===== src/design/fta_pkg.sv =====
// shared widths, reset values and register indexes for the frame timer
package fta_pkg;

	localparam int TS_W           = 32;
	localparam int RATE_W         = 16;
	localparam int TICKS_W        = 34;
	localparam int CFG_IDX_W      = 1;
	localparam int FIFO_DEPTH_DEF = 64;

	typedef logic [TS_W-1:0]      ts_t;
	typedef logic [RATE_W-1:0]    rate_t;
	typedef logic [CFG_IDX_W-1:0] cfg_idx_t;

	localparam cfg_idx_t CFG_TICKS_PER_SECOND  = 1'd0;
	localparam cfg_idx_t CFG_LOCK_PERIOD_TICKS = 1'd1;

	localparam ts_t TPS_RESET  = 32'd1000;
	localparam ts_t LOCK_RESET = 32'd0;

	localparam rate_t FRAMES_SAT = 16'hFFFF;

endpackage


===== src/design/fta_if.sv =====
// valid/ready channels: timestamp in, result out, register write
interface fta_in_if;
	logic           valid;
	logic           ready;
	fta_pkg::ts_t   timestamp;

	modport source (output valid, output timestamp, input ready);
	modport sink   (input valid, input timestamp, output ready);
endinterface

interface fta_out_if #(
	parameter int CNT_W = 7
);
	logic                 valid;
	logic                 ready;
	fta_pkg::ts_t         frame_delta;
	fta_pkg::ts_t         average_delta;
	fta_pkg::rate_t       frame_rate;
	logic                 sample_accepted;
	logic                 rate_updated;
	logic [CNT_W-1:0]     stored_samples;

	modport source (output valid, output frame_delta, output average_delta, output frame_rate,
		output sample_accepted, output rate_updated, output stored_samples, input ready);
	modport sink   (input valid, input frame_delta, input average_delta, input frame_rate,
		input sample_accepted, input rate_updated, input stored_samples, output ready);
endinterface

interface fta_cfg_if;
	logic               valid;
	logic               ready;
	fta_pkg::cfg_idx_t  index;
	fta_pkg::ts_t       data;

	modport source (output valid, output index, output data, input ready);
	modport sink   (input valid, input index, input data, output ready);
endinterface


===== src/design/fta_alu.sv =====
// shared add/subtract unit, carry out doubles as unsigned a >= b on subtract
module fta_alu #(
	parameter int W = 39
) (
	input  logic [W-1:0] a,
	input  logic [W-1:0] b,
	input  logic         sub,
	output logic [W-1:0] sum,
	output logic         carry
);

	logic [W-1:0] b_op;

	assign b_op = sub ? ~b : b;
	assign {carry, sum} = {1'b0, a} + {1'b0, b_op} + {{W{1'b0}}, sub};

endmodule


===== src/design/fta_fifo.sv =====
// delta sample memory, one write and one registered read port
module fta_fifo #(
	parameter int DEPTH = 64,
	parameter int PTR_W = 6
) (
	input  logic               clk,
	input  logic               wr_en,
	input  logic [PTR_W-1:0]   wr_addr,
	input  fta_pkg::ts_t       wr_data,
	input  logic               rd_en,
	input  logic [PTR_W-1:0]   rd_addr,
	output fta_pkg::ts_t       rd_data
);

	fta_pkg::ts_t mem [DEPTH];

	always_ff @(posedge clk) begin
		if (wr_en) begin
			mem[wr_addr] <= wr_data;
		end
	end

	always_ff @(posedge clk) begin
		if (rd_en) begin
			rd_data <= mem[rd_addr];
		end
	end

endmodule


===== src/design/frame_timer_average_fps.sv =====
// frame timer top: one item at a time through a shared add/subtract unit and serial divider
// the divide is skipped when the fifo is empty; dropped and base beats give no result
// a new beat is taken only once the previous one has been handed over or dropped, later while
// the result register is stalled; reset: arst_n clears all registers at once, no clearing pass,
// but the sample memory is not reset; ticks_per_second comes up as 1000 and lock_period_ticks
// as 0; memory reads made before the fifo is full are discarded
module frame_timer_average_fps #(
	parameter int FIFO_DEPTH = fta_pkg::FIFO_DEPTH_DEF
) (
	input  logic clk,
	input  logic arst_n,
	fta_in_if.sink    ts_ch,
	fta_out_if.source res_ch,
	fta_cfg_if.sink   cfg_ch
);

	localparam int CNT_W     = $clog2(FIFO_DEPTH + 1);
	localparam int PTR_W     = (FIFO_DEPTH > 1) ? $clog2(FIFO_DEPTH) : 1;
	localparam int SUM_W     = fta_pkg::TS_W + $clog2(FIFO_DEPTH);
	localparam int ALU_W     = ((SUM_W > fta_pkg::TICKS_W) ? SUM_W : fta_pkg::TICKS_W) + 1;
	localparam int DIV_CNT_W = $clog2(SUM_W + 1);
	localparam int TW        = fta_pkg::TICKS_W;

	// sequencer codes
	localparam logic [3:0] S_IDLE   = 4'd0;
	localparam logic [3:0] S_DELTA  = 4'd1;
	localparam logic [3:0] S_LOCK   = 4'd2;
	localparam logic [3:0] S_DIFF1  = 4'd3;
	localparam logic [3:0] S_DIFF2  = 4'd4;
	localparam logic [3:0] S_THR    = 4'd5;
	localparam logic [3:0] S_SUBOLD = 4'd6;
	localparam logic [3:0] S_ADDNEW = 4'd7;
	localparam logic [3:0] S_WIN    = 4'd8;
	localparam logic [3:0] S_WCMP   = 4'd9;
	localparam logic [3:0] S_DIV    = 4'd10;
	localparam logic [3:0] S_OUT    = 4'd11;

	logic [3:0]            state_q;

	// configuration
	fta_pkg::ts_t          tps_q;
	fta_pkg::ts_t          lock_q;

	// per-frame working registers
	fta_pkg::ts_t          ts_q;
	fta_pkg::ts_t          last_q;
	logic                  base_valid_q;
	fta_pkg::ts_t          delta_q;
	fta_pkg::ts_t          diff_q;
	logic                  acc_q;
	logic                  upd_q;

	// running statistics
	logic [SUM_W-1:0]      sum_q;
	logic [CNT_W-1:0]      cnt_q;
	logic [PTR_W-1:0]      wr_ptr_q;
	fta_pkg::ts_t          avg_q;
	fta_pkg::rate_t        frames_q;
	logic [TW-1:0]         wt_q;
	fta_pkg::rate_t        rate_q;

	// serial divider
	logic [CNT_W-1:0]      rem_q;
	logic [SUM_W-1:0]      dq_q;
	logic [DIV_CNT_W-1:0]  div_cnt_q;
	logic [CNT_W:0]        rem_shift;
	logic [SUM_W-1:0]      dq_next;

	// result register
	logic                  res_valid_q;
	fta_pkg::ts_t          res_delta_q;
	fta_pkg::ts_t          res_avg_q;
	fta_pkg::rate_t        res_rate_q;
	logic                  res_acc_q;
	logic                  res_upd_q;
	logic [CNT_W-1:0]      res_cnt_q;
	logic                  res_load;

	// shared unit hookup
	logic [ALU_W-1:0]      alu_a;
	logic [ALU_W-1:0]      alu_b;
	logic                  alu_sub;
	logic [ALU_W-1:0]      alu_sum;
	logic                  alu_carry;

	// sample memory hookup
	logic                  fifo_wr;
	logic                  fifo_rd;
	fta_pkg::ts_t          fifo_rd_data;

	logic                  cnt_full;
	logic                  in_beat;

	assign in_beat  = ts_ch.valid && ts_ch.ready;
	assign cnt_full = (cnt_q == CNT_W'(FIFO_DEPTH));

	assign ts_ch.ready  = (state_q == S_IDLE);
	assign cfg_ch.ready = 1'b1;

	// handover when the result register is empty or being drained this cycle
	assign res_load = (state_q == S_OUT) && (!res_valid_q || res_ch.ready);

	assign res_ch.valid           = res_valid_q;
	assign res_ch.frame_delta     = res_delta_q;
	assign res_ch.average_delta   = res_avg_q;
	assign res_ch.frame_rate      = res_rate_q;
	assign res_ch.sample_accepted = res_acc_q;
	assign res_ch.rate_updated    = res_upd_q;
	assign res_ch.stored_samples  = res_cnt_q;

	// divider step: bring down the next dividend bit, trial subtract the count
	assign rem_shift = {rem_q, dq_q[SUM_W-1]};
	assign dq_next   = {dq_q[SUM_W-2:0], alu_carry};

	// operand select for the shared unit; on subtract carry high means a >= b
	always_comb begin
		alu_a   = '0;
		alu_b   = '0;
		alu_sub = 1'b1;
		case (state_q)
			S_DELTA: begin
				alu_a = ALU_W'(ts_q);
				alu_b = ALU_W'(last_q);
			end
			S_LOCK: begin
				alu_a = ALU_W'(delta_q);
				alu_b = ALU_W'(lock_q);
			end
			S_DIFF1: begin
				alu_a = ALU_W'(delta_q);
				alu_b = ALU_W'(avg_q);
			end
			S_DIFF2: begin
				alu_a = ALU_W'(avg_q);
				alu_b = ALU_W'(delta_q);
			end
			S_THR: begin
				alu_a = ALU_W'(diff_q);
				alu_b = ALU_W'(tps_q);
			end
			S_SUBOLD: begin
				alu_a = ALU_W'(sum_q);
				alu_b = ALU_W'(fifo_rd_data);
			end
			S_ADDNEW: begin
				alu_a   = ALU_W'(sum_q);
				alu_b   = ALU_W'(delta_q);
				alu_sub = 1'b0;
			end
			S_WIN: begin
				alu_a   = ALU_W'(wt_q);
				alu_b   = ALU_W'(delta_q);
				alu_sub = 1'b0;
			end
			S_WCMP: begin
				alu_a = ALU_W'(tps_q);
				alu_b = ALU_W'(wt_q);
			end
			S_DIV: begin
				alu_a = ALU_W'(rem_shift);
				alu_b = ALU_W'(cnt_q);
			end
			default: begin
				alu_a = '0;
			end
		endcase
	end

	fta_alu #(
		.W (ALU_W)
	) u_alu (
		.a     (alu_a),
		.b     (alu_b),
		.sub   (alu_sub),
		.sum   (alu_sum),
		.carry (alu_carry)
	);

	// oldest sample is fetched in S_THR when the filter passes, new one written in S_ADDNEW after S_SUBOLD
	assign fifo_rd = (state_q == S_THR) && alu_carry == 1'b0;
	assign fifo_wr = (state_q == S_ADDNEW);

	fta_fifo #(
		.DEPTH (FIFO_DEPTH),
		.PTR_W (PTR_W)
	) u_fifo (
		.clk     (clk),
		.wr_en   (fifo_wr),
		.wr_addr (wr_ptr_q),
		.wr_data (delta_q),
		.rd_en   (fifo_rd),
		.rd_addr (wr_ptr_q),
		.rd_data (fifo_rd_data)
	);

	always_ff @(posedge clk or negedge arst_n) begin
		if (!arst_n) begin
			state_q      <= S_IDLE;
			tps_q        <= fta_pkg::TPS_RESET;
			lock_q       <= fta_pkg::LOCK_RESET;
			ts_q         <= '0;
			last_q       <= '0;
			base_valid_q <= 1'b0;
			delta_q      <= '0;
			diff_q       <= '0;
			acc_q        <= 1'b0;
			upd_q        <= 1'b0;
			sum_q        <= '0;
			cnt_q        <= '0;
			wr_ptr_q     <= '0;
			avg_q        <= '0;
			frames_q     <= '0;
			wt_q         <= '0;
			rate_q       <= '0;
			rem_q        <= '0;
			dq_q         <= '0;
			div_cnt_q    <= '0;
			res_valid_q  <= 1'b0;
			res_delta_q  <= '0;
			res_avg_q    <= '0;
			res_rate_q   <= '0;
			res_acc_q    <= 1'b0;
			res_upd_q    <= 1'b0;
			res_cnt_q    <= '0;
		end else begin
			// register writes: to be issued only while idle; the block itself does not enforce it
			if (cfg_ch.valid) begin
				case (cfg_ch.index)
					fta_pkg::CFG_TICKS_PER_SECOND:  tps_q  <= cfg_ch.data;
					fta_pkg::CFG_LOCK_PERIOD_TICKS: lock_q <= cfg_ch.data;
					default: begin
						tps_q <= tps_q;
					end
				endcase
			end

			if (res_load) begin
				res_valid_q <= 1'b1;
			end else if (res_ch.ready) begin
				res_valid_q <= 1'b0;
			end

			case (state_q)
				S_IDLE: begin
					if (in_beat) begin
						if (!base_valid_q) begin
							// first beat only sets the base
							last_q       <= ts_ch.timestamp;
							base_valid_q <= 1'b1;
						end else begin
							ts_q    <= ts_ch.timestamp;
							state_q <= S_DELTA;
						end
					end
				end
				S_DELTA: begin
					delta_q <= alu_sum[fta_pkg::TS_W-1:0];
					state_q <= S_LOCK;
				end
				S_LOCK: begin
					// locked drop keeps the old base
					if (lock_q != '0 && !alu_carry) begin
						state_q <= S_IDLE;
					end else begin
						last_q  <= ts_q;
						state_q <= S_DIFF1;
					end
				end
				S_DIFF1: begin
					diff_q  <= alu_sum[fta_pkg::TS_W-1:0];
					state_q <= alu_carry ? S_THR : S_DIFF2;
				end
				S_DIFF2: begin
					diff_q  <= alu_sum[fta_pkg::TS_W-1:0];
					state_q <= S_THR;
				end
				S_THR: begin
					// outlier filter: diff below one second of ticks
					acc_q   <= !alu_carry;
					state_q <= alu_carry ? S_WIN : S_SUBOLD;
				end
				S_SUBOLD: begin
					if (cnt_full) begin
						sum_q <= alu_sum[SUM_W-1:0];
					end
					state_q <= S_ADDNEW;
				end
				S_ADDNEW: begin
					sum_q    <= alu_sum[SUM_W-1:0];
					wr_ptr_q <= (wr_ptr_q == PTR_W'(FIFO_DEPTH - 1)) ? '0 : wr_ptr_q + 1'b1;
					if (!cnt_full) begin
						cnt_q <= cnt_q + 1'b1;
					end
					state_q  <= S_WIN;
				end
				S_WIN: begin
					if (frames_q != fta_pkg::FRAMES_SAT) begin
						frames_q <= frames_q + 1'b1;
					end
					// window length saturates
					wt_q    <= (|alu_sum[ALU_W-1:TW]) ? {TW{1'b1}} : alu_sum[TW-1:0];
					state_q <= S_WCMP;
				end
				S_WCMP: begin
					// carry low: window went past one second
					upd_q <= !alu_carry;
					if (!alu_carry) begin
						rate_q   <= frames_q;
						frames_q <= '0;
						wt_q     <= '0;
					end
					if (cnt_q == '0) begin
						avg_q   <= '0;
						state_q <= S_OUT;
					end else begin
						rem_q     <= '0;
						dq_q      <= sum_q;
						div_cnt_q <= DIV_CNT_W'(SUM_W);
						state_q   <= S_DIV;
					end
				end
				S_DIV: begin
					rem_q     <= alu_carry ? alu_sum[CNT_W-1:0] : rem_shift[CNT_W-1:0];
					dq_q      <= dq_next;
					div_cnt_q <= div_cnt_q - 1'b1;
					if (div_cnt_q == DIV_CNT_W'(1)) begin
						avg_q   <= dq_next[fta_pkg::TS_W-1:0];
						state_q <= S_OUT;
					end
				end
				S_OUT: begin
					// hand over once the result register is free
					if (res_load) begin
						res_delta_q <= delta_q;
						res_avg_q   <= avg_q;
						res_rate_q  <= rate_q;
						res_acc_q   <= acc_q;
						res_upd_q   <= upd_q;
						res_cnt_q   <= cnt_q;
						state_q     <= S_IDLE;
					end
				end
				default: begin
					state_q <= S_IDLE;
				end
			endcase
		end
	end

`ifndef ASSERT_OFF
	// sample count never passes the depth
	assert property (@(posedge clk) disable iff (!arst_n)
		cnt_q <= CNT_W'(FIFO_DEPTH))
		else $error("sample count above fifo depth");

	// an empty fifo holds no sum
	assert property (@(posedge clk) disable iff (!arst_n)
		(cnt_q == '0) |-> (sum_q == '0))
		else $error("nonzero sum with empty fifo");

	// a result beat only comes out of the handover step
	assert property (@(posedge clk) disable iff (!arst_n)
		$rose(res_valid_q) |-> ($past(state_q) == S_OUT))
		else $error("result raised outside handover");

	// divider never runs with an exhausted step count
	assert property (@(posedge clk) disable iff (!arst_n)
		(state_q == S_DIV) |-> (div_cnt_q != '0))
		else $error("divider step count ran out");
`endif

endmodule

===== src/flat_wrapper.sv =====
// flat-port wrapper written by rule: the top's interface ports become plain ports
module frame_timer_average_fps_flat 
#(
	parameter int FIFO_DEPTH = fta_pkg::FIFO_DEPTH_DEF
)
  (clk, arst_n, ts_ch_valid, ts_ch_timestamp, ts_ch_ready, res_ch_valid, res_ch_frame_delta, res_ch_average_delta, res_ch_frame_rate, res_ch_sample_accepted, res_ch_rate_updated, res_ch_stored_samples, res_ch_ready, cfg_ch_valid, cfg_ch_index, cfg_ch_data, cfg_ch_ready);
  fta_in_if ts_ch_i ();
  fta_out_if res_ch_i ();
  fta_cfg_if cfg_ch_i ();
  input  logic clk;
  input  logic arst_n;
  input wire logic [$bits(ts_ch_i.valid)-1:0] ts_ch_valid;
  input wire logic [$bits(ts_ch_i.timestamp)-1:0] ts_ch_timestamp;
  output wire logic [$bits(ts_ch_i.ready)-1:0] ts_ch_ready;
  output wire logic [$bits(res_ch_i.valid)-1:0] res_ch_valid;
  output wire logic [$bits(res_ch_i.frame_delta)-1:0] res_ch_frame_delta;
  output wire logic [$bits(res_ch_i.average_delta)-1:0] res_ch_average_delta;
  output wire logic [$bits(res_ch_i.frame_rate)-1:0] res_ch_frame_rate;
  output wire logic [$bits(res_ch_i.sample_accepted)-1:0] res_ch_sample_accepted;
  output wire logic [$bits(res_ch_i.rate_updated)-1:0] res_ch_rate_updated;
  output wire logic [$bits(res_ch_i.stored_samples)-1:0] res_ch_stored_samples;
  input wire logic [$bits(res_ch_i.ready)-1:0] res_ch_ready;
  input wire logic [$bits(cfg_ch_i.valid)-1:0] cfg_ch_valid;
  input wire logic [$bits(cfg_ch_i.index)-1:0] cfg_ch_index;
  input wire logic [$bits(cfg_ch_i.data)-1:0] cfg_ch_data;
  output wire logic [$bits(cfg_ch_i.ready)-1:0] cfg_ch_ready;
  assign ts_ch_i.valid = ts_ch_valid;
  assign ts_ch_i.timestamp = ts_ch_timestamp;
  assign ts_ch_ready = ts_ch_i.ready;
  assign res_ch_valid = res_ch_i.valid;
  assign res_ch_frame_delta = res_ch_i.frame_delta;
  assign res_ch_average_delta = res_ch_i.average_delta;
  assign res_ch_frame_rate = res_ch_i.frame_rate;
  assign res_ch_sample_accepted = res_ch_i.sample_accepted;
  assign res_ch_rate_updated = res_ch_i.rate_updated;
  assign res_ch_stored_samples = res_ch_i.stored_samples;
  assign res_ch_i.ready = res_ch_ready;
  assign cfg_ch_i.valid = cfg_ch_valid;
  assign cfg_ch_i.index = cfg_ch_index;
  assign cfg_ch_i.data = cfg_ch_data;
  assign cfg_ch_ready = cfg_ch_i.ready;
  frame_timer_average_fps #(.FIFO_DEPTH(FIFO_DEPTH)) u_core (.clk(clk), .arst_n(arst_n), .ts_ch(ts_ch_i), .res_ch(res_ch_i), .cfg_ch(cfg_ch_i));
endmodule

===== config.mk =====
export PLATFORM = sky130hd
export DESIGN_NAME = frame_timer_average_fps_flat
export DESIGN_NICKNAME = d
export VERILOG_FILES = /design/src/design/fta_pkg.sv /design/src/design/fta_if.sv /design/src/design/fta_alu.sv /design/src/design/fta_fifo.sv /design/src/design/frame_timer_average_fps.sv /design/src/flat_wrapper.sv
export SDC_FILE = /design/constraint.sdc
export NUM_CORES = 2
export LEC_CHECK = 0
export BUFFER_PORTS_ARGS = -buffer_cell sky130_fd_sc_hd__buf_4
export CAP_MARGIN = 20
export CORE_MARGIN = 4
export CORE_UTILIZATION = 25
export CTS_BUF_LIST = sky130_fd_sc_hd__clkbuf_8
export CTS_CLUSTER_SIZE = 20
export DETAILED_ROUTE_END_ITERATION = 8
export GPL_ROUTABILITY_DRIVEN = 1
export PLACE_DENSITY = 0.39
export SYNTH_ARGS = -nofsm -noshare
export SYNTH_HDL_FRONTEND = slang
export SYNTH_SLANG_ARGS = --single-unit

===== constraint.sdc =====
create_clock -name clk -period 5.81 [get_ports clk]
set_input_delay 1.162 -clock clk [delete_from_list [all_inputs] [get_ports clk]]
set_output_delay 1.162 -clock clk [all_outputs]
set_load 0.02 [all_outputs]

* Word level (Yosys, flattened, before mapping)
Memories as Yosys holds them, arrays and structs flattened. A register that Yosys moved wholly into a read port is not among the register bits.
Index checks and enable logic that the tools add are counted.
** Cells by class
- Add/subtract/negate cells :: 6
- Equal/unequal tests :: 26
- Mux-type cells :: 40
- Bitwise gates (word level) :: 4
- Reduce and logical (&&, ||, !) cells :: 35
** Operator list (number)
- $pmux 38 s8 :: 1
- $pmux 34 s8 :: 1
- $mux 32 :: 5
- $pmux 38 s2 :: 2
- $pmux 32 s2 :: 2
- $mux 38 :: 2
- $mux 34 :: 2
- $pmux 34 s2 :: 1
- $pmux 4 s12 :: 1
- $add 39x39->40 :: 1
- $add 40x1->40 :: 1
- $mux 39 :: 1
- $not 34->39 :: 1
- $mux 16 :: 2
- $pmux 16 s2 :: 1
- $reduce_bool 32->1 :: 1
- $mux 4 :: 5
- $reduce_and 2->1 :: 9
- $add 16x1->16 const B :: 1
- $eq 4x3->1 const B :: 4
- $eq 4x4->1 const B :: 4
- $ne 16x16->1 const B :: 1
- $mux 7 :: 2
- $pmux 7 s2 :: 1
- 26 further kinds :: 59
** Storage, ports and cells
- Register bits after elaboration :: 489
- Memory bits (writable) :: 2048
- Input port bits :: 70
- Output and inout port bits :: 92
- Logic and storage cells :: 139
- Memories :: 1
** Memories
- u_core.u_fifo.mem :: depth 64, width 32, rd ports 1, clocked after memory_dff 1, wr ports 1, RTL line fta_fifo.sv:15 : fta_pkg::ts_t mem [DEPTH];

* Longest topological paths before layout
- Depth after elaboration :: 11
- Mapped depth :: 22
- Mapped depth without buffers :: 16

* By module
Synthesis repeated with hierarchy kept, for this count alone.
** Second synthesis, totals
- Cell total of the unflattened synthesis :: 5637
- Area total of the unflattened synthesis :: 103842.1 um^2
** By module, submodules not included
- fta_fifo :: times used 1, cells each 3324, area an instance 78833.1 um^2, seq. area each 62459.9 um^2
- frame_timer_average_fps :: times used 1, cells each 1966, area an instance 22417.8 um^2, seq. area each 12244.2 um^2
- fta_alu :: times used 1, cells each 347, area an instance 2591.2 um^2, seq. area each 0.0 um^2

* Least setup slack after synthesis
No wires, ideal clock.
- Path type :: reg2reg
- Start :: register u_core.state_q[0]
- End :: register u_core.u_fifo.rd_data[0] (read register of u_core.u_fifo.mem) (enable)
- Arrival :: 4.715 ns
- Slack :: 0.708 ns
- Cell stages (with the launch flop) :: 19
- Clock period less this slack :: 5.102 ns
- Cells stage by stage :: dfrtp_1 buf_2 clkbuf_1 nand2b_1 nor3_1 clkbuf_1 a22oi_1 nand3_1 a221oi_1 ha_1 a21oi_1 o21ai_0 a31oi_1 o21ai_0 a221o_1 a2111o_1 nand2_1 nand2_1 inv_1
** Between the ends
- Word-level cells in the longest chain between the ends :: 9
** RTL lines
- from (decl) :: RTL line frame_timer_average_fps.sv:38 : logic [3:0] state_q;
- from (signal assigned) :: RTL line frame_timer_average_fps.sv:271 : state_q <= alu_carry ? S_THR : S_DIFF2;
- from (signal assigned) :: RTL line frame_timer_average_fps.sv:280 : state_q <= alu_carry ? S_WIN : S_SUBOLD;
- $eq 4x3->1 or $eq 4x4->1 (tied branches) :: RTL line frame_timer_average_fps.sv:120 : case (state_q)
- $reduce_or 3->1 (no source line)
- $pmux 34 s8 :: RTL line frame_timer_average_fps.sv:120
- $not 34->39 :: RTL line fta_alu.sv:14 : assign b_op = sub ? ~b : b;
- $mux 39 :: RTL line fta_alu.sv:14
- $add 39x39->40 :: RTL line fta_alu.sv:15 : assign {carry, sum} = {1'b0, a} + {1'b0, b_op} + {{W{1'b0}}, sub};
- $add 40x1->40 :: RTL line fta_alu.sv:15
- $not 1->1 (no source line)
- $logic_and 1x1->1 (*) :: RTL line frame_timer_average_fps.sv:180 : assign fifo_rd = (state_q == S_THR) && alu_carry == 1'b0;
- named net u_core.fifo_rd :: RTL line frame_timer_average_fps.sv:88 : logic fifo_rd;
- to (decl) :: RTL line fta_fifo.sv:12 : output fta_pkg::ts_t rd_data
Mark *: on every way through the listed nets, which the timed path passes. The rest lies on a longest branch.
A chain may end at the register's enable or synchronous reset.

* Final worst setup path
- Start :: register u_core.state_q[1]
- End :: register u_core.delta_q[25]
** Between the ends
- Word-level cells in the longest chain between the ends :: 7
** RTL lines
- $eq 4x3->1 or $eq 4x4->1 (tied branches) :: RTL line frame_timer_average_fps.sv:120
- $reduce_or 3->1 (no source line)
- $pmux 34 s8 :: RTL line frame_timer_average_fps.sv:120
- $not 34->39 :: RTL line fta_alu.sv:14
- $mux 39 :: RTL line fta_alu.sv:14
- $add 39x39->40 :: RTL line fta_alu.sv:15
- $add 40x1->40 :: RTL line fta_alu.sv:15
- to (signal assigned) :: RTL line frame_timer_average_fps.sv:257 : delta_q <= alu_sum[fta_pkg::TS_W-1:0];
- to (decl) :: RTL line frame_timer_average_fps.sv:48 : fta_pkg::ts_t delta_q;
Parallel ways exist; a longest one is shown, timed or not.

==> summary.md <==
| Metric | Value |
|---|---|
| Final HPWL DP | `217000 um` |
| Post-Syn Area | `98500 um2` |
| Post-cts resize count | `0` |
| Tmin final | `5340 ps` |
| Slew @ Worst Pin | `1320 ps` |
| Die Outline Area | `404000 um2` |
| Status | `finished, final reports clean` |
| Share of cells above drive strength 1 | `19.3%` |
| GR Overflow Total | `0` |
| Worst-case clock buffer depth | `4` |
| Hold_buf cts | `1` |
| Vias | `61582` |
| Seq/Total Area, Yosys | `75.8%` |
| Setup crit start kind | `flop` |
| Fill cells | `39323` |
| Clock Skews | `117 ps` |
| CTS tree | `done` |
| Setup TNS | `0 ps` |
| Drt via density | `5.01` |
| Max-cap viol count | `0` |
| Initial antenna violation count | `22` |
| Kind of critical path | `flop to flop` |
| Crit Path Max Fanout | `20` |
| Fin. Hold Viols | `0` |
| Max VDD drop | `0.181 mV` |
| Required @ worst endpoint | `6690 ps` |
| Ys async rst share | `19.0%` |
| Crit. End Element | `flop` |
| DP Area | `108000 um2` |
| Gr usage total | `17.1%` |
| PortBufs | `160` |
| CTS Buf Count | `447` |
| Largest net degree at the start of global routing | `128` |
| PD cells | `304 nW/um2` |
| Hold crit path type | `input port to flop` |
| Top-level port count | `162` |
| Vias in the first global route | `61633` |
| Hold Path Depth | `2` |
| Clk sinks | `2569` |
| Commonest non-fill, non-tap cell in the layout | `edfxtp_1` |
| Lkg Pwr | `35.5 nW` |
| RR Startpoint | `u_core.state_q[1]` |
| Reg2reg setup slack | `470 ps` |
| GP Congestion | `0.870` |
| Core ar. | `393000 um2` |
| Nets | `6836` |
| First-pass DRT Iterations | `9` |
| R2r endpoint | `u_core.delta_q[25]` |
| Initial Util | `25.1%` |
| Util after Layout | `29.6%` |
| DR DRC count | `0` |
| Final Instance Area | `116000 um2` |
| FF-to-FF path depth | `17` |
| Most frequent cells in the layout | `edfxtp_1 (2080), a22oi_1 (767), nand2_1 (473)` |
| Number of enable flip-flop cells after synthesis | `2080` |
| Die width | `636 um` |
| Clk slew on worst S/H paths | `60 ps` |
| Syn nets | `6366` |
| Hold WS | `285 ps` |
| DRT iter0 DRCs | `5868` |
| Yosys cell types | `82` |
| YS warnings | `0` |
| Post-CTS setup buffers | `0` |
| Pins Over Slew Limit | `0` |
| RSZ-0062 raised after global routing | `false` |
| Final setup viols | `0` |
| Worst hold start | `cfg_ch_data[0]` |
| Max-Slew Margin vs Limit | `11.4%` |
| Worst Hold End | `u_core.lock_q[0]` |
| Main synth FF type | `edfxtp_1` |
| WL/cell | `29.2 um` |
| Final ANT Viol Nets | `0` |
| Mapped Cells | `6250` |
| Crit path arrival time | `6230 ps` |
| Standard-cell row count | `230` |
| H-tree Lvls | `5` |
| Layout Area Growth over Synthesis | `17.9%` |
| Root Driver | `clkbuf_8` |
| Die H | `636 um` |
| Avg Synthesized Cell Area | `15.8 um2` |
| Yosys reg bits | `2569` |
| Routed wire length | `359000 um` |
| FMAX | `187 MHz` |
| Global-route wire length before repair | `502000 um` |
| Fin crit share | `92.0%` |
| Clk_lat worst skew | `1130 ps` |
how the worst max path moves through the flow:
stage	start	endpoint	slack, ps	depth (start not counted)
after floorplan	u_core.state_q[0]	u_core.u_fifo.rd_data[0]	710	18
after global placement	u_core.state_q[1]	u_core.sum_q[32]	610	18
after detailed placement	u_core.state_q[1]	u_core.delta_q[25]	580	17
after CTS	u_core.state_q[1]	u_core.delta_q[25]	460	17
after global routing	u_core.state_q[1]	u_core.delta_q[25]	190	17
final	u_core.state_q[1]	u_core.delta_q[25]	470	17
synthesized netlist by cell type, types with 8 or more instances:
| cell | n | area [um2] |
|---|---|---|
| edfxtp_1 | 2080 | 62500 |
| a22oi_1 | 767 | 5760 |
| dfrtp_1 | 483 | 12100 |
| nand2_1 | 478 | 1790 |
| clkbuf_1 | 306 | 1150 |
| a221oi_1 | 227 | 1990 |
| a22o_1 | 202 | 1770 |
| o21ai_0 | 200 | 1000 |
| a31oi_1 | 198 | 1240 |
| a21oi_1 | 197 | 986 |
| mux2_2 | 187 | 2110 |
| nand3_1 | 139 | 696 |
| nor2_1 | 134 | 503 |
| buf_1 | 97 | 364 |
| nand4_1 | 88 | 551 |
| nor4_1 | 46 | 288 |
| ha_1 | 45 | 563 |
| a222oi_1 | 31 | 310 |
| mux2_4 | 30 | 450 |
| xnor2_1 | 28 | 245 |
| nor3_1 | 25 | 125 |
| inv_1 | 22 | 82.6 |
| xor2_1 | 22 | 193 |
| o211ai_1 | 17 | 128 |
| a21o_1 | 15 | 113 |
| buf_2 | 12 | 60.1 |
| and2_1 | 10 | 62.6 |
| nand2b_1 | 10 | 62.6 |
| nor2b_1 | 9 | 56.3 |
| a211oi_1 | 8 | 60.1 |
critical path, cell delays in order (launching register included):
cell and delay (ps):
dfrtp_1 540, buf_4 250, nand2b_1 180, nor3_2 280
buf_4 350, a22oi_1 140, nand3_1 130, nor2_1 50
ha_1 320, a21oi_1 260, o21ai_0 210, a311oi_1 690
o311ai_0 200, a31oi_1 280, o21ai_0 320, a41oi_1 340
xor2_1 370, o21ai_0 150
power by group:
part | switching [W] | internal (W)
logic | 0.000134 | 0.000100
clock network | 0.00754 | 0.00770
registers | 0.000112 | 0.0197
layout make-up:
cell class	count	area, um2	share of cell area (%)
inverters	25	95.1	0.0818
multi-input cells	3234	22800	19.6
diodes	12	30.0	0.0258
clock inverters	305	1540	1.33
flip-flops and latches	2569	74700	64.3
repair buffers	443	3960	3.41
clock buffers	472	6500	5.59
well taps	5220	6530	5.62
per-stage QoR:
stage / std cells / total power, W / setup slack, ps
after floorplan: 6250 / 0.0202 / 708
after global placement: 11486 / 0.0205 / 612
after detailed placement: 11490 / 0.0205 / 584
after CTS: 12268 / 0.0358 / 463
after global routing: 12273 / 0.0367 / 191
final: 12280 / 0.0353 / 465
metal layers:
metal | global-route usage, % | up-vias | share of wire, %
met1 | 24.2 | 32818 | 46
met2 | 27.9 | 2003 | 47
met3 | 2.44 | 430 | 5.1
met5 | 0 | - | 0
met4 | 3.58 | 0 | 1.9
li1 | - | 26331 | -
sequential cells by signal (all words and copies together) (netlist names), 34 cells and up:
register,count
u_core.dq_q,38
u_core.sum_q,38
u_core.u_fifo.mem,2048
u_core.wt_q,34
logic make-up after synthesis:
group	after synthesis	synth area share, %
other	1	0.00381
muxes	221	2.64
buffers and inverters	447	1.77
DFF	2569	75.8
adders and majority gates	46	0.592
AOI/OAI and AO/OA	1920	14.0
xor gates and xnor gates	50	0.444
and+or+nand+nor	996	4.69
Power figures use the tool's default switching activity.
